--- src/csf_pkg.sv ---
package csf_pkg;

    // Fixed field widths.
    localparam int BIN_W     = 16;
    localparam int SPAN_W    = 13;
    localparam int CFG_W     = 13;
    localparam int CFG_IDX_W = 1;

    // Defaults for the top-level parameters.
    localparam int MAX_BINS_DEF    = 4096;
    localparam int QUEUE_DEPTH_DEF = 4;

    // Reset values of the configuration registers.
    localparam logic [CFG_W-1:0] MIN_WHITESPACE_RST = 13'd1;
    localparam logic [CFG_W-1:0] MIN_CONTENT_RST    = 13'd1;

    // Configuration register indexes.
    typedef enum logic [CFG_IDX_W-1:0] {
        CFG_MIN_WHITESPACE = 1'b0,
        CFG_MIN_CONTENT    = 1'b1
    } t_cfg_idx;

    // Up to two spans produced by one histogram bin.
    typedef struct packed {
        logic              two;
        logic [SPAN_W-1:0] begin0;
        logic [SPAN_W-1:0] end0;
        logic [SPAN_W-1:0] begin1;
        logic [SPAN_W-1:0] end1;
    } t_span_pair;

endpackage

--- src/csf_bin_if.sv ---
interface csf_bin_if;
    logic                        valid;
    logic                        ready;
    logic [csf_pkg::BIN_W-1:0]   bin_count;
    logic                        last_bin;

    modport source (output valid, output bin_count, output last_bin, input ready);
    modport sink   (input valid, input bin_count, input last_bin, output ready);
endinterface

--- src/csf_span_if.sv ---
interface csf_span_if;
    logic                        valid;
    logic                        ready;
    logic [csf_pkg::SPAN_W-1:0]  span_begin;
    logic [csf_pkg::SPAN_W-1:0]  span_end;
    logic                        last_of_run;

    modport source (output valid, output span_begin, output span_end, output last_of_run,
                    input ready);
    modport sink   (input valid, input span_begin, input span_end, input last_of_run,
                    output ready);
endinterface

--- src/csf_front.sv ---
module csf_front #(
    parameter int MAX_BINS = csf_pkg::MAX_BINS_DEF
) (
    input  logic                          i_clk,
    input  logic                          i_rst_n,
    input  logic                          i_cfg_wr_en,
    input  logic [csf_pkg::CFG_IDX_W-1:0] i_cfg_index,
    input  logic [csf_pkg::CFG_W-1:0]     i_cfg_wdata,
    input  logic                          i_bin_valid,
    input  logic [csf_pkg::BIN_W-1:0]     i_bin_count,
    input  logic                          i_last_bin,
    output logic                          o_bin_ready,
    output logic                          o_push,
    output csf_pkg::t_span_pair           o_pair,
    input  logic                          i_push_ready
);

    localparam int PW = $clog2(MAX_BINS + 1);
    localparam int EW = (PW > csf_pkg::SPAN_W) ? PW : csf_pkg::SPAN_W;
    localparam logic [PW-1:0] POS_MAX = PW'(MAX_BINS);

    logic [csf_pkg::CFG_W-1:0] r_min_ws, n_min_ws;
    logic [csf_pkg::CFG_W-1:0] r_min_content, n_min_content;
    logic [PW-1:0]             r_position, n_position;
    logic [PW-1:0]             r_block_begin, n_block_begin;
    logic [PW-1:0]             r_block_end, n_block_end;
    logic                      r_block_open, n_block_open;
    logic                      r_in_content, n_in_content;

    logic          accept;
    logic          content;
    logic          start_new;
    logic [PW-1:0] pos_next;
    logic [PW-1:0] upd_begin;
    logic [PW-1:0] upd_end;
    logic          upd_open;
    logic [EW-1:0] gap_e;
    logic [EW-1:0] width_old_e;
    logic [EW-1:0] width_new_e;
    logic [EW-1:0] min_ws_e;
    logic [EW-1:0] min_content_e;
    logic          emit_old;
    logic          emit_new;

    // Masks a position to the span field width.
    function automatic logic [csf_pkg::SPAN_W-1:0] to_span(input logic [PW-1:0] pos);
        logic [EW-1:0] ext;
        ext = EW'(pos);
        return ext[csf_pkg::SPAN_W-1:0];
    endfunction

    assign accept      = i_bin_valid && i_push_ready;
    assign o_bin_ready = i_push_ready;

    // Classify the bin and decide which blocks close.
    always_comb begin
        content  = (i_bin_count != '0);
        pos_next = (r_position == POS_MAX) ? r_position : r_position + 1'b1;

        gap_e         = EW'(r_position - r_block_end);
        min_ws_e      = EW'(r_min_ws);
        min_content_e = EW'(r_min_content);
        width_old_e   = EW'(r_block_end - r_block_begin);

        start_new = content && !r_in_content && (!r_block_open || (gap_e >= min_ws_e));
        emit_old  = start_new && r_block_open && (width_old_e != '0) &&
                    (width_old_e >= min_content_e);

        upd_begin = start_new ? r_position : r_block_begin;
        upd_end   = content ? pos_next : r_block_end;
        upd_open  = r_block_open || start_new;

        width_new_e = EW'(upd_end - upd_begin);
        emit_new    = i_last_bin && upd_open && (width_new_e != '0) &&
                      (width_new_e >= min_content_e);
    end

    // Pack the spans, older block first.
    always_comb begin
        o_push        = accept && (emit_old || emit_new);
        o_pair.two    = emit_old && emit_new;
        o_pair.begin0 = emit_old ? to_span(r_block_begin) : to_span(upd_begin);
        o_pair.end0   = emit_old ? to_span(r_block_end) : to_span(upd_end);
        o_pair.begin1 = to_span(upd_begin);
        o_pair.end1   = to_span(upd_end);
    end

    // Next state of the block tracker and the configuration registers.
    always_comb begin
        n_min_ws      = r_min_ws;
        n_min_content = r_min_content;
        n_position    = r_position;
        n_block_begin = r_block_begin;
        n_block_end   = r_block_end;
        n_block_open  = r_block_open;
        n_in_content  = r_in_content;

        if (i_cfg_wr_en) begin
            case (i_cfg_index)
                csf_pkg::CFG_MIN_WHITESPACE: n_min_ws      = i_cfg_wdata;
                csf_pkg::CFG_MIN_CONTENT:    n_min_content = i_cfg_wdata;
                default: ;
            endcase
        end

        if (accept) begin
            if (i_last_bin) begin
                n_position    = '0;
                n_block_begin = '0;
                n_block_end   = '0;
                n_block_open  = 1'b0;
                n_in_content  = 1'b0;
            end else begin
                n_position    = pos_next;
                n_block_begin = upd_begin;
                n_block_end   = upd_end;
                n_block_open  = upd_open;
                n_in_content  = content;
            end
        end
    end

    always_ff @(posedge i_clk) begin
        if (!i_rst_n) begin
            r_min_ws      <= csf_pkg::MIN_WHITESPACE_RST;
            r_min_content <= csf_pkg::MIN_CONTENT_RST;
            r_position    <= '0;
            r_block_begin <= '0;
            r_block_end   <= '0;
            r_block_open  <= 1'b0;
            r_in_content  <= 1'b0;
        end else begin
            r_min_ws      <= n_min_ws;
            r_min_content <= n_min_content;
            r_position    <= n_position;
            r_block_begin <= n_block_begin;
            r_block_end   <= n_block_end;
            r_block_open  <= n_block_open;
            r_in_content  <= n_in_content;
        end
    end

`ifndef NO_ASSERTIONS
    // The position saturates and never runs past the histogram limit.
    a_pos_limit: assert property (@(posedge i_clk) disable iff (!i_rst_n)
        r_position <= POS_MAX)
        else $error("position beyond MAX_BINS");

    // A block never ends past the current position nor before its own begin.
    a_block_order: assert property (@(posedge i_clk) disable iff (!i_rst_n)
        (r_block_end <= r_position) && (r_block_begin <= r_block_end))
        else $error("block bounds out of order");

    // Two spans from one bin only happen on the last bin.
    a_two_on_last: assert property (@(posedge i_clk) disable iff (!i_rst_n)
        (o_push && o_pair.two) |-> i_last_bin)
        else $error("two spans without last bin");
`endif

endmodule

--- src/csf_queue.sv ---
module csf_queue #(
    parameter int DEPTH = csf_pkg::QUEUE_DEPTH_DEF
) (
    input  logic                i_clk,
    input  logic                i_rst_n,
    input  logic                i_push,
    input  csf_pkg::t_span_pair i_pair,
    output logic                o_push_ready,
    output logic                o_head_valid,
    output csf_pkg::t_span_pair o_head,
    input  logic                i_pop
);

    localparam int AW = $clog2(DEPTH);
    localparam int CW = $clog2(DEPTH + 1);
    localparam logic [AW-1:0] PTR_LAST = AW'(DEPTH - 1);
    localparam logic [CW-1:0] CNT_FULL = CW'(DEPTH);

    csf_pkg::t_span_pair r_mem [DEPTH];
    logic [AW-1:0] r_wr_ptr, n_wr_ptr;
    logic [AW-1:0] r_rd_ptr, n_rd_ptr;
    logic [CW-1:0] r_count, n_count;
    logic          do_push;
    logic          do_pop;

    assign o_push_ready = (r_count != CNT_FULL);
    assign o_head_valid = (r_count != '0);
    assign o_head       = r_mem[r_rd_ptr];
    assign do_push      = i_push && o_push_ready;
    assign do_pop       = i_pop && o_head_valid;

    // Pointer and fill count update.
    always_comb begin
        n_wr_ptr = r_wr_ptr;
        n_rd_ptr = r_rd_ptr;
        n_count  = r_count;
        if (do_push) begin
            n_wr_ptr = (r_wr_ptr == PTR_LAST) ? '0 : r_wr_ptr + 1'b1;
        end
        if (do_pop) begin
            n_rd_ptr = (r_rd_ptr == PTR_LAST) ? '0 : r_rd_ptr + 1'b1;
        end
        if (do_push && !do_pop) begin
            n_count = r_count + 1'b1;
        end else if (do_pop && !do_push) begin
            n_count = r_count - 1'b1;
        end
    end

    always_ff @(posedge i_clk) begin
        if (!i_rst_n) begin
            r_wr_ptr <= '0;
            r_rd_ptr <= '0;
            r_count  <= '0;
        end else begin
            r_wr_ptr <= n_wr_ptr;
            r_rd_ptr <= n_rd_ptr;
            r_count  <= n_count;
        end
    end

    // Entry storage.
    always_ff @(posedge i_clk) begin
        if (do_push) begin
            r_mem[r_wr_ptr] <= i_pair;
        end
    end

`ifndef NO_ASSERTIONS
    // The fill count stays within the queue depth.
    a_count_range: assert property (@(posedge i_clk) disable iff (!i_rst_n)
        r_count <= CNT_FULL)
        else $error("queue count overflow");

    // Pointers agree with the fill count when the queue is empty or full.
    a_ptr_match: assert property (@(posedge i_clk) disable iff (!i_rst_n)
        ((r_count == '0) || (r_count == CNT_FULL)) |-> (r_wr_ptr == r_rd_ptr))
        else $error("queue pointers disagree with count");
`endif

endmodule

--- src/csf_back.sv ---
module csf_back (
    input  logic                       i_clk,
    input  logic                       i_rst_n,
    input  logic                       i_head_valid,
    input  csf_pkg::t_span_pair        i_head,
    output logic                       o_pop,
    output logic                       o_span_valid,
    output logic [csf_pkg::SPAN_W-1:0] o_span_begin,
    output logic [csf_pkg::SPAN_W-1:0] o_span_end,
    output logic                       o_last_of_run,
    input  logic                       i_span_ready
);

    // Set while the second span of the head entry is on offer.
    logic r_second, n_second;
    logic take;

    // Select the span of the head entry that is on offer.
    always_comb begin
        o_span_valid  = i_head_valid;
        o_span_begin  = r_second ? i_head.begin1 : i_head.begin0;
        o_span_end    = r_second ? i_head.end1 : i_head.end0;
        o_last_of_run = r_second || !i_head.two;
        take          = i_head_valid && i_span_ready;
        o_pop         = take && o_last_of_run;
    end

    // Step to the second span or on to the next entry.
    always_comb begin
        n_second = r_second;
        if (take) begin
            n_second = !o_last_of_run;
        end
    end

    always_ff @(posedge i_clk) begin
        if (!i_rst_n) begin
            r_second <= 1'b0;
        end else begin
            r_second <= n_second;
        end
    end

`ifndef NO_ASSERTIONS
    // The second span is only offered for a valid two-span entry.
    a_second_valid: assert property (@(posedge i_clk) disable iff (!i_rst_n)
        r_second |-> (i_head_valid && i_head.two))
        else $error("second span without a two-span entry");
`endif

endmodule

--- src/content_span_finder.sv ---
// Content span finder: takes one projection-histogram bin per request and reports
// the content blocks of the histogram as spans [begin, end). Gaps of zero bins
// shorter than the minimum whitespace width are bridged; a block is closed by a
// long enough gap or by the last bin and is reported if it is at least the minimum
// content width wide. The front end classifies a bin and updates the block
// tracker in the cycle it accepts it, so one bin is accepted every clock cycle
// as long as the span queue (QUEUE_DEPTH entries) has room. The spans of a bin go
// into the queue as one entry when the bin is accepted and are offered on the
// output in order, older block first. Positions count to MAX_BINS and stay there.
// The user must write configuration through the plain write port only while the
// block is idle; the block itself does not enforce this.
module content_span_finder #(
    parameter int MAX_BINS    = csf_pkg::MAX_BINS_DEF,
    parameter int QUEUE_DEPTH = csf_pkg::QUEUE_DEPTH_DEF
) (
    input  logic                          i_clk,
    input  logic                          i_rst_n,
    input  logic                          i_cfg_wr_en,
    input  logic [csf_pkg::CFG_IDX_W-1:0] i_cfg_index,
    input  logic [csf_pkg::CFG_W-1:0]     i_cfg_wdata,
    csf_bin_if.sink                       i_bin,
    csf_span_if.source                    o_span
);

    logic                push;
    logic                push_ready;
    csf_pkg::t_span_pair pair;
    logic                head_valid;
    csf_pkg::t_span_pair head;
    logic                pop;

    csf_front #(
        .MAX_BINS (MAX_BINS)
    ) u_front (
        .i_clk        (i_clk),
        .i_rst_n      (i_rst_n),
        .i_cfg_wr_en  (i_cfg_wr_en),
        .i_cfg_index  (i_cfg_index),
        .i_cfg_wdata  (i_cfg_wdata),
        .i_bin_valid  (i_bin.valid),
        .i_bin_count  (i_bin.bin_count),
        .i_last_bin   (i_bin.last_bin),
        .o_bin_ready  (i_bin.ready),
        .o_push       (push),
        .o_pair       (pair),
        .i_push_ready (push_ready)
    );

    csf_queue #(
        .DEPTH (QUEUE_DEPTH)
    ) u_queue (
        .i_clk        (i_clk),
        .i_rst_n      (i_rst_n),
        .i_push       (push),
        .i_pair       (pair),
        .o_push_ready (push_ready),
        .o_head_valid (head_valid),
        .o_head       (head),
        .i_pop        (pop)
    );

    csf_back u_back (
        .i_clk         (i_clk),
        .i_rst_n       (i_rst_n),
        .i_head_valid  (head_valid),
        .i_head        (head),
        .o_pop         (pop),
        .o_span_valid  (o_span.valid),
        .o_span_begin  (o_span.span_begin),
        .o_span_end    (o_span.span_end),
        .o_last_of_run (o_span.last_of_run),
        .i_span_ready  (o_span.ready)
    );

endmodule

--- src/flat_wrapper.sv ---
// flat-port wrapper written by rule: the top's interface ports become plain ports
module content_span_finder_flat 
#(
    parameter int MAX_BINS    = csf_pkg::MAX_BINS_DEF,
    parameter int QUEUE_DEPTH = csf_pkg::QUEUE_DEPTH_DEF
)
  (i_clk, i_rst_n, i_cfg_wr_en, i_cfg_index, i_cfg_wdata, i_bin_valid, i_bin_bin_count, i_bin_last_bin, i_bin_ready, o_span_valid, o_span_span_begin, o_span_span_end, o_span_last_of_run, o_span_ready);
  csf_bin_if i_bin_i ();
  csf_span_if o_span_i ();
  input  logic i_clk;
  input  logic i_rst_n;
  input  logic i_cfg_wr_en;
  input  logic [csf_pkg::CFG_IDX_W-1:0] i_cfg_index;
  input  logic [csf_pkg::CFG_W-1:0] i_cfg_wdata;
  input wire logic [$bits(i_bin_i.valid)-1:0] i_bin_valid;
  input wire logic [$bits(i_bin_i.bin_count)-1:0] i_bin_bin_count;
  input wire logic [$bits(i_bin_i.last_bin)-1:0] i_bin_last_bin;
  output wire logic [$bits(i_bin_i.ready)-1:0] i_bin_ready;
  output wire logic [$bits(o_span_i.valid)-1:0] o_span_valid;
  output wire logic [$bits(o_span_i.span_begin)-1:0] o_span_span_begin;
  output wire logic [$bits(o_span_i.span_end)-1:0] o_span_span_end;
  output wire logic [$bits(o_span_i.last_of_run)-1:0] o_span_last_of_run;
  input wire logic [$bits(o_span_i.ready)-1:0] o_span_ready;
  assign i_bin_i.valid = i_bin_valid;
  assign i_bin_i.bin_count = i_bin_bin_count;
  assign i_bin_i.last_bin = i_bin_last_bin;
  assign i_bin_ready = i_bin_i.ready;
  assign o_span_valid = o_span_i.valid;
  assign o_span_span_begin = o_span_i.span_begin;
  assign o_span_span_end = o_span_i.span_end;
  assign o_span_last_of_run = o_span_i.last_of_run;
  assign o_span_i.ready = o_span_ready;
  content_span_finder #(.MAX_BINS(MAX_BINS), .QUEUE_DEPTH(QUEUE_DEPTH)) u_core (.i_clk(i_clk), .i_rst_n(i_rst_n), .i_cfg_wr_en(i_cfg_wr_en), .i_cfg_index(i_cfg_index), .i_cfg_wdata(i_cfg_wdata), .i_bin(i_bin_i), .o_span(o_span_i));
endmodule
--- config.mk ---
export PLATFORM = sky130hd
export DESIGN_NAME = content_span_finder_flat
export DESIGN_NICKNAME = d
export VERILOG_FILES = /design/src/csf_pkg.sv /design/src/csf_bin_if.sv /design/src/csf_span_if.sv /design/src/csf_front.sv /design/src/csf_queue.sv /design/src/csf_back.sv /design/src/content_span_finder.sv /design/src/flat_wrapper.sv
export SDC_FILE = /design/constraint.sdc
export NUM_CORES = 1
export LEC_CHECK = 0
export BUFFER_PORTS_ARGS = -buffer_cell sky130_fd_sc_hd__buf_2
export CAP_MARGIN = 0
export CORE_MARGIN = 2
export CORE_UTILIZATION = 69
export CTS_BUF_LIST = sky130_fd_sc_hd__clkbuf_4 sky130_fd_sc_hd__clkbuf_8
export DETAILED_ROUTE_END_ITERATION = 6
export GPL_TIMING_DRIVEN = 1
export PLACE_DENSITY = 0.88
export SYNTH_ARGS = -nofsm -noshare
export SYNTH_HDL_FRONTEND = slang
export SYNTH_HIERARCHICAL = 1
export SYNTH_SLANG_ARGS = --single-unit
--- constraint.sdc ---
create_clock -name i_clk -period 12.93 [get_ports i_clk]
set_input_delay 1.293 -clock i_clk [delete_from_list [all_inputs] [get_ports i_clk]]
set_output_delay 1.293 -clock i_clk [all_outputs]
set_load 0.05 [all_outputs]
==> tab_implementation.tex, run 1 <==
\begin{tabular}{lr}
\hline
Metric & Value \\
\hline
\multicolumn{2}{l}{\textbf{Power}} \\
Worst vdd rail ir drop & 0.00008668 V \\
Leakage component of the power & 6.239 nW \\
Power Dens Cells & 143.2 mW/mm\^{}2 \\
\multicolumn{2}{l}{\textbf{Synthesis}} \\
Synthesized net count & 1279 \\
Number of warnings issued by yosys & 6 \\
Mean instance size in the synthesized netlist & 12.80 um\^{}2 \\
Share of the yosys chip area belonging to registers & 0.5345 \\
Count of mapped cells out of synthesis & 1156 \\
Number of synthesized flops with an enable pin & 212 \\
Mapped cell area & 0.01479 mm\^{}2 \\
Fraction of registers with async set or reset after synthesis & 0 \\
Most frequently used flop master after synthesis & edfxtp\_1 \\
Number of synthesized register bits & 289 \\
Unique cell type count in the Yosys netlist & 71 \\
\multicolumn{2}{l}{\textbf{Drt}} \\
Detail-routed via count per cell & 6.276 \\
Post-route DRC & 0 \\
Total number of vias & 9684 \\
DR pass1 iterations & 6 \\
Routed wirelength normalized by instance count & 21.39 um \\
Antenna viol nets, final & 0 \\
Total Wirelength & 33010 um \\
First DRT Iteration DRCs & 1024 \\
\multicolumn{2}{l}{\textbf{Global routing}} \\
Largest net degree at the start of global routing & 80 \\
Remaining global-route overflow & 0 \\
First-pass GRT wire length & 51340 um \\
Vias in the first global route & 9680 \\
Gr usage total & 0.2978 \\
Number of antenna violations at the first check in global routing & 0 \\
\multicolumn{2}{l}{\textbf{Final layout}} \\
Final \#Nets & 1355 \\
Antenna Cells & 0 \\
Leading cell types in the layout, fill and taps excluded & edfxtp\_1 (212), nand2\_1 (88), inv\_1 (84) \\
Cell Count, Final, Fillers Out & 1543 \\
Layout-stage area growth over the synthesis result & 9.819\% \\
Utilization of the core after routing & 0.7729 \\
Share of cells above drive strength 1 & 0.2248 \\
Most common cell after layout, fill and taps aside & edfxtp\_1 \\
\multicolumn{2}{l}{\textbf{Worst hold path}} \\
Classification of the worst-slack hold path & flip-flop to flip-flop \\
Cell depth of the worst min-delay path & 2 \\
Launch instance of the worst min-delay path & u\_core/u\_front/min\_content\_e[2] \\
\multicolumn{2}{l}{\textbf{Critical path}} \\
Launch point of the worst reg-to-reg path & u\_core/u\_front/r\_position[0] \\
Setup crit end & u\_core/u\_queue/r\_count[2] \\
Register-to-register setup slack & 3.79 ns \\
Endpoint of the most critical register-to-register path & u\_core/u\_queue/r\_count[2] \\
Kind of start point of the critical path & flip-flop \\
Classification of the worst setup path & flip-flop to flip-flop \\
Largest driver fanout on the critical path & 18 \\
Setup crit end kind & flip-flop \\
Most used cell, CP & ha\_1 \\
Slowest CP cell & dfxtp\_1 \\
Slowest stage delay, CP & 0.44 ns \\
Arrival time worst endpoint & 9.61 ns \\
Worst Reg2Reg Path Length in Cells & 40 \\
Worst path required time & 13.40 ns \\
Worst Setup SP & u\_core/u\_front/r\_position[0] \\
\multicolumn{2}{l}{\textbf{Floorplanning}} \\
Die boundary width & 150.4 um \\
Count of pins on the block boundary & 65 \\
Die area & 0.02263 mm\^{}2 \\
Die Height & 150.4 um \\
Initial cell density of the core & 0.7038 \\
\# rows & 53 \\
Core Footprint & 0.02102 mm\^{}2 \\
\multicolumn{2}{l}{\textbf{Timing}} \\
Total setup violations reported at the end of the flow & 0 \\
Remaining max-slew budget at the tightest pin & 0.2097 \\
Final hold violation count & 0 \\
Final clock period utilization by the worst path & 0.7070 \\
Setup repair after global routing missed its margin & no \\
Highest achievable clock rate & 0.1094 GHz \\
Final TNS setup & 0 ns \\
Worst Skew & 0.02923 ns \\
Number of max-slew violations in the final report & 0 \\
Transition time at the pin with the least slew margin & 1.173 ns \\
Final Critical Period & 9.142 ns \\
\multicolumn{2}{l}{\textbf{CTS}} \\
Clock sink total & 289 \\
Clock root buffer & clkbuf\_8 \\
Number of CTS-inserted buffers & 45 \\
CTS tree & built \\
Post-CTS setup buffer count & 0 \\
Number of hold buffers added after cts & 0 \\
Maximum level of the CTS H-tree & 2 \\
Clock tree buffer depth & 3 \\
Clock insertion delay at the later pin of the skew report & 0.56 ns \\
Post-CTS sizing & 0 \\
Clock Pin Slew Worst Setup and Hold Paths & 0.06 ns \\
\multicolumn{2}{l}{\textbf{Placement}} \\
DP Cell Count & 1460 \\
Half-perimeter wire length after placement & 22060 um \\
Last weighted congestion value of the routability-driven placer & 0.9341 \\
Count of port buffers added during placement & 64 \\
\multicolumn{2}{l}{\textbf{Job}} \\
Reported max-cap violation count & 0 \\
\multicolumn{2}{l}{\textbf{Run status}} \\
Result of the run & finished, final reports clean \\
\hline
\end{tabular}
layer usage:
metal | vias up | share of wire | GRT usage
met3 | 84 | 0.085 | 0.05182
li1 | 4461 | - | -
met4 | 0 | 0.030 | 0.1042
met5 | - | 0 | 0
met1 | 4694 | 0.39 | 0.3974
met2 | 445 | 0.49 | 0.4968
cells in the mapped netlist (16+ instances only):
cell      count  area [um^2]
edfxtp_1    212         6366
nand2_1      88        330.3
inv_1        84        315.3
ha_1         83         1039
dfxtp_1      77         1541
mux4_2       53         1194
a21oi_1      48        240.2
nor2_1       45        168.9
o21ai_0      45        225.2
nor2b_1      41        256.5
a21boi_0     34        255.2
mux2_2       33        371.6
a22oi_1      28        210.2
clkbuf_1     28        105.1
xnor2_1      25        219.0
nand3_1      17        85.08
mux2_4       16        240.2
mux2i_1      16        160.2
how the worst min path moves through the flow:
stage	slack, ns	to
6_report	0.46	u_core/u_front/min_content_e[2]
5_1_grt	0.48	u_core/u_front/min_content_e[2]
4_1_cts	0.47	u_core/u_front/min_content_e[2]
3_5_place_dp	0.46	u_core/u_front/min_content_e[2]
3_3_place_gp	0.45	u_core/u_front/min_content_e[10]
2_1_floorplan	0.44	u_core/u_front/min_content_e[11]
worst max-delay path, delay by kind of cell, from the launching register on:
| kind | cells | cell delay (ns) |
|---|---|---|
| xor+xnor | 3 | 0.71 |
| flops | 1 | 0.44 |
| fa+ha+maj | 8 | 2.58 |
| compound gates | 19 | 3.48 |
| buf+inv | 3 | 0.47 |
| simple gates | 7 | 1.38 |
cell families after synthesis:
family | synth area share
muxes | 0.1329
adders and majority gates | 0.07561
buffers and inverters | 0.03950
AOI/OAI and AO/OA | 0.09768
xor gates and xnor gates | 0.02419
and+or+nand+nor | 0.09565
DFF | 0.5345
metrics by stage:
step                      instance area (um^2)  setup slack, ns  power (mW)  hold WS [ns]
after floorplan                          14790            4.613       1.448        0.4435
after global placement                   15290            4.288       1.534        0.4539
after detailed placement                 15290            3.927       1.549        0.4583
after CTS                                16250            3.898       2.337        0.4662
after global routing                     16250            3.103       2.415        0.4816
final                                    16250            3.788       2.326        0.4638
layout make-up:
cell class	count	area, um^2
Sequential cell	289	7913
Multi-Input combinational cell	735	6305
Fill cell	1247	4775
Clock buffer	71	833.3
Timing Repair Buffer	77	417.9
Tap cell	275	344.1
Inverter	84	315.3
Clock inverter	12	118.9
report_power, final:
| part | switching, mW | internal (mW) |
|---|---|---|
| sequential | 0.0181 | 1.03 |
| combinational | 0.302 | 0.180 |
| clock | 0.340 | 0.452 |
| total | 0.660 | 1.67 |
state kept, by name (all words and copies together), names as in the netlist, named ones only:
name / count
u_core/u_front/r_position: 13
u_core/u_front/r_block_end: 13
u_core/u_queue/r_mem: 212
u_core/u_queue/r_count: 3
u_core/u_front/min_content_e: 13
u_core/u_front/r_block_open: 1
u_core/u_front/r_in_content: 1
u_core/u_front/r_block_begin: 13
u_core/u_back/r_second: 1
u_core/u_queue/r_rd_ptr: 2
u_core/u_queue/r_wr_ptr: 2
u_core/u_front/min_ws_e: 13
Note: power is estimated with default switching activity, not from simulation.
==> inputs of run 2 (changes only) <==
--- a/config.mk
+++ b/config.mk
@@ -5,14 +5,15 @@
 export SDC_FILE = /design/constraint.sdc
 export NUM_CORES = 1
 export LEC_CHECK = 0
+export ABC_AREA = 1
 export BUFFER_PORTS_ARGS = -buffer_cell sky130_fd_sc_hd__buf_2
 export CAP_MARGIN = 0
 export CORE_MARGIN = 2
-export CORE_UTILIZATION = 69
+export CORE_UTILIZATION = 64
 export CTS_BUF_LIST = sky130_fd_sc_hd__clkbuf_4 sky130_fd_sc_hd__clkbuf_8
 export DETAILED_ROUTE_END_ITERATION = 6
 export GPL_TIMING_DRIVEN = 1
-export PLACE_DENSITY = 0.88
+export PLACE_DENSITY = 0.82
 export SYNTH_ARGS = -nofsm -noshare
 export SYNTH_HDL_FRONTEND = slang
 export SYNTH_HIERARCHICAL = 1
==> constraint.sdc (replaced) <==
create_clock -name i_clk -period 9.5 [get_ports i_clk]
set_input_delay 0.95 -clock i_clk [delete_from_list [all_inputs] [get_ports i_clk]]
set_output_delay 0.95 -clock i_clk [all_outputs]
set_load 0.05 [all_outputs]
==> run 2 against run 1 <==
  * Largest power group is now combinational cells
  * Sequential cell count is the same
  * Critical endpoint is now u_core/u_queue/r_mem[0][30]
  * Sequential power rose by 49%
  * Cell count rose by 34%
==> tab_implementation.tex, run 2 <==
\begin{tabular}{lr}
\hline
Metric & Value \\
\hline
\multicolumn{2}{l}{\textbf{Run status}} \\
Result of the run & finished, final reports clean \\
\multicolumn{2}{l}{\textbf{Synthesis}} \\
Count of mapped cells out of synthesis & 1652 \\
Complex-gate fraction of the synthesized area & 0.1454 \\
Post-synth top cells & nand2\_1 (359), edfxtp\_1 (212), nor2\_1 (154) \\
Mapped cell area & 0.01532 mm\^{}2 \\
Share of the yosys chip area belonging to registers & 0.5161 \\
Most frequently used flop master after synthesis & edfxtp\_1 \\
Multiplexer share of the synthesized area & 0 \\
Area fraction of the dominant cell type after synthesis & 0.4155 \\
Fraction of registers with async set or reset after synthesis & 0 \\
Synthesized net count & 1775 \\
Synth Area in Simple Gates & 0.1739 \\
Post-synthesis share of cell area spent on xor and xnor gates & 0.02115 \\
Combinational family with the most area after synthesis & simple AND/OR/NAND/NOR gates \\
Number of synthesized register bits & 289 \\
Number of synthesized flops with an enable pin & 212 \\
Number of warnings issued by yosys & 6 \\
Cell types occupying the most area after synthesis & edfxtp\_1 (42\%), dfxtp\_1 (10\%), nand2\_1 (8.8\%) \\
Fraction of the mapped netlist area in adder cells & 0.07300 \\
Unique cell type count in the Yosys netlist & 53 \\
Mean instance size in the synthesized netlist & 9.275 um\^{}2 \\
Most instantiated library cell after synthesis & nand2\_1 \\
Post-synth top area cell & edfxtp\_1 \\
\multicolumn{2}{l}{\textbf{Floorplanning}} \\
Die Height & 158.7 um \\
Die boundary width & 158.7 um \\
Core Footprint & 0.02347 mm\^{}2 \\
\# rows & 56 \\
Count of pins on the block boundary & 65 \\
Initial cell density of the core & 0.6528 \\
Die area & 0.02520 mm\^{}2 \\
\multicolumn{2}{l}{\textbf{Power}} \\
Total internal power & 2.531 mW \\
Power Dens Cells & 264.4 mW/mm\^{}2 \\
Fraction of power consumed by the clock network & 0.225 \\
Net Switching & 1.857 mW \\
Worst vdd rail ir drop & 0.0001806 V \\
Switching share of total power & 0.4233 \\
Relative contribution of combinational cells to total power & 0.420 \\
Sequential fraction of design power & 0.356 \\
Leakage component of the power & 6.832 nW \\
\multicolumn{2}{l}{\textbf{Critical path}} \\
Slowest CP cell & nor2\_4 \\
Setup crit end kind & flip-flop \\
Crit-path leading delay family & simple AND/OR/NAND/NOR gates \\
Slowest stage delay, CP & 0.68 ns \\
Total stage count of the critical path & 42 \\
Most used cell, CP & nand2\_1 \\
Largest driver fanout on the critical path & 28 \\
Kind of start point of the critical path & flip-flop \\
Arrival time worst endpoint & 8.32 ns \\
Classification of the worst setup path & flip-flop to flip-flop \\
Worst Reg2Reg Path Length in Cells & 42 \\
Critical path buffers and inverters & 4 \\
Worst path required time & 9.75 ns \\
\multicolumn{2}{l}{\textbf{Final layout}} \\
Cell Count, Final, Fillers Out & 2063 \\
Leading cell types in the layout, fill and taps excluded & nand2\_1 (359), edfxtp\_1 (212), inv\_1 (152) \\
Flip-flop count of the largest register after layout & 212 \\
Share of cells above drive strength 1 & 0.1531 \\
Most common cell after layout, fill and taps aside & nand2\_1 \\
Top reg by flops & u\_core/u\_queue/r\_mem \\
Layout-stage area growth over the synthesis result & 8.329\% \\
Antenna Cells & 0 \\
Final instance area & 0.01660 mm\^{}2 \\
Final \#Nets & 1832 \\
\multicolumn{2}{l}{\textbf{Drt}} \\
DR pass1 iterations & 6 \\
Total number of vias & 12010 \\
Detail-routed via count per cell & 5.821 \\
Routed wirelength normalized by instance count & 17.91 um \\
Antenna viol nets, final & 0 \\
First DRT Iteration DRCs & 1217 \\
Post-route DRC & 0 \\
Total Wirelength & 36950 um \\
\multicolumn{2}{l}{\textbf{Timing}} \\
Tightest hold margin & 0.4663 ns \\
Final clock period utilization by the worst path & 0.8493 \\
Final TNS setup & 0 ns \\
Number of max-slew violations in the final report & 0 \\
Transition time at the pin with the least slew margin & 1.279 ns \\
Total setup violations reported at the end of the flow & 0 \\
Highest achievable clock rate & 0.1239 GHz \\
Remaining max-slew budget at the tightest pin & 0.1381 \\
Worst Skew & 0.01929 ns \\
Worst setup margin & 1.431 ns \\
Final hold violation count & 0 \\
Final Critical Period & 8.069 ns \\
Setup repair after global routing missed its margin & no \\
\multicolumn{2}{l}{\textbf{CTS}} \\
Clock insertion delay at the later pin of the skew report & 0.59 ns \\
Clock Pin Slew Worst Setup and Hold Paths & 0.06 ns \\
Number of CTS-inserted buffers & 44 \\
Clock tree buffer depth & 3 \\
Clock root buffer & clkbuf\_8 \\
Post-CTS sizing & 0 \\
Maximum level of the CTS H-tree & 2 \\
Clock sink total & 289 \\
Post-CTS setup buffer count & 0 \\
CTS tree & built \\
Number of hold buffers added after cts & 0 \\
\multicolumn{2}{l}{\textbf{Placement}} \\
Placement-stage worst setup slack & 1.466 ns \\
Half-perimeter wire length after placement & 24680 um \\
Count of port buffers added during placement & 64 \\
Cell Area, Placed & 0.01575 mm\^{}2 \\
DP Cell Count & 1982 \\
Last weighted congestion value of the routability-driven placer & 0.9598 \\
\multicolumn{2}{l}{\textbf{Global routing}} \\
Gr usage total & 0.2901 \\
Largest net degree at the start of global routing & 107 \\
Remaining global-route overflow & 0 \\
Vias in the first global route & 11310 \\
Number of antenna violations at the first check in global routing & 0 \\
First-pass GRT wire length & 58150 um \\
\multicolumn{2}{l}{\textbf{Worst hold path}} \\
Classification of the worst-slack hold path & flip-flop to flip-flop \\
Cell depth of the worst min-delay path & 2 \\
\multicolumn{2}{l}{\textbf{Job}} \\
Reported max-cap violation count & 0 \\
\hline
\end{tabular}
[run 2: cell count changes in the layout (fill, tap and decap cells not counted), moves of 22 or more]
cell / delta
o22ai_1: +33
nor2_2: +22
inv_1: +68
nor2_1: +105
nand3_1: +28
o21ai_0: +99
nand2_1: +271
o21ai_2: +35
nor2b_1: -41
a22oi_1: -28
mux4_2: -53
a21oi_1: +60
mux2_2: -33
a21boi_0: -34
[run 2: area by class of cell]
class                           count  area (um^2)
Clock inverter                     20        113.9
Tap cell                          319        399.1
Timing Repair Buffer               81        447.9
Inverter                          165        625.6
Clock buffer                       61        733.2
Multi-Input combinational cell   1128         6367
Sequential cell                   289         7911
Fill cell                        1750         6874
[run 2: power by group through the flow]
stage               Clock, mW  Combinational (mW)  Sequential (mW)
detailed placement          0                1.81             1.59
finish                  0.987                1.84             1.56
CTS                      1.00                1.82             1.56
global route             1.05                2.02             1.57
global placement            0                1.77             1.58
floorplan                   0                1.45             1.57
[run 2: cell families after synthesis]
group / after synthesis
simple gates: 633
flops: 289
buf+inv: 235
fa+ha+maj: 87
compound gates: 371
xor+xnor: 37
[run 2: through the flow]
stage	total power, mW	utilization
final	4.388	0.7071
after global routing	4.645	0.7071
after CTS	4.385	0.7071
after detailed placement	3.400	0.6711
after global placement	3.356	0.6711
after floorplan	3.022	-
[run 2: worst min-delay path, stage by stage, from the launching register on]
cell and delay [ns]:
dfxtp_1 0.29, inv_1 0.06, a21oi_1 0.06
[run 2: final timing paths]
kind                                                    from                           to  slack [ns]
worst min register to register    u_core/u_front/min_ws_e[2]   u_core/u_front/min_ws_e[2]        0.47
worst min-delay path              u_core/u_front/min_ws_e[2]   u_core/u_front/min_ws_e[2]        0.47
worst max register to register  u_core/u_front/r_position[0]  u_core/u_queue/r_mem[0][30]        1.43
worst max-delay path            u_core/u_front/r_position[0]  u_core/u_queue/r_mem[0][30]        1.43
[run 2: per-layer routing]
metal,share of wire,vias up,GRT usage
li1,-,5749,-
met1,0.41,5602,0.3889
met2,0.47,557,0.4764
met3,0.083,101,0.04180
met4,0.037,0,0.1214
met5,0,-,0
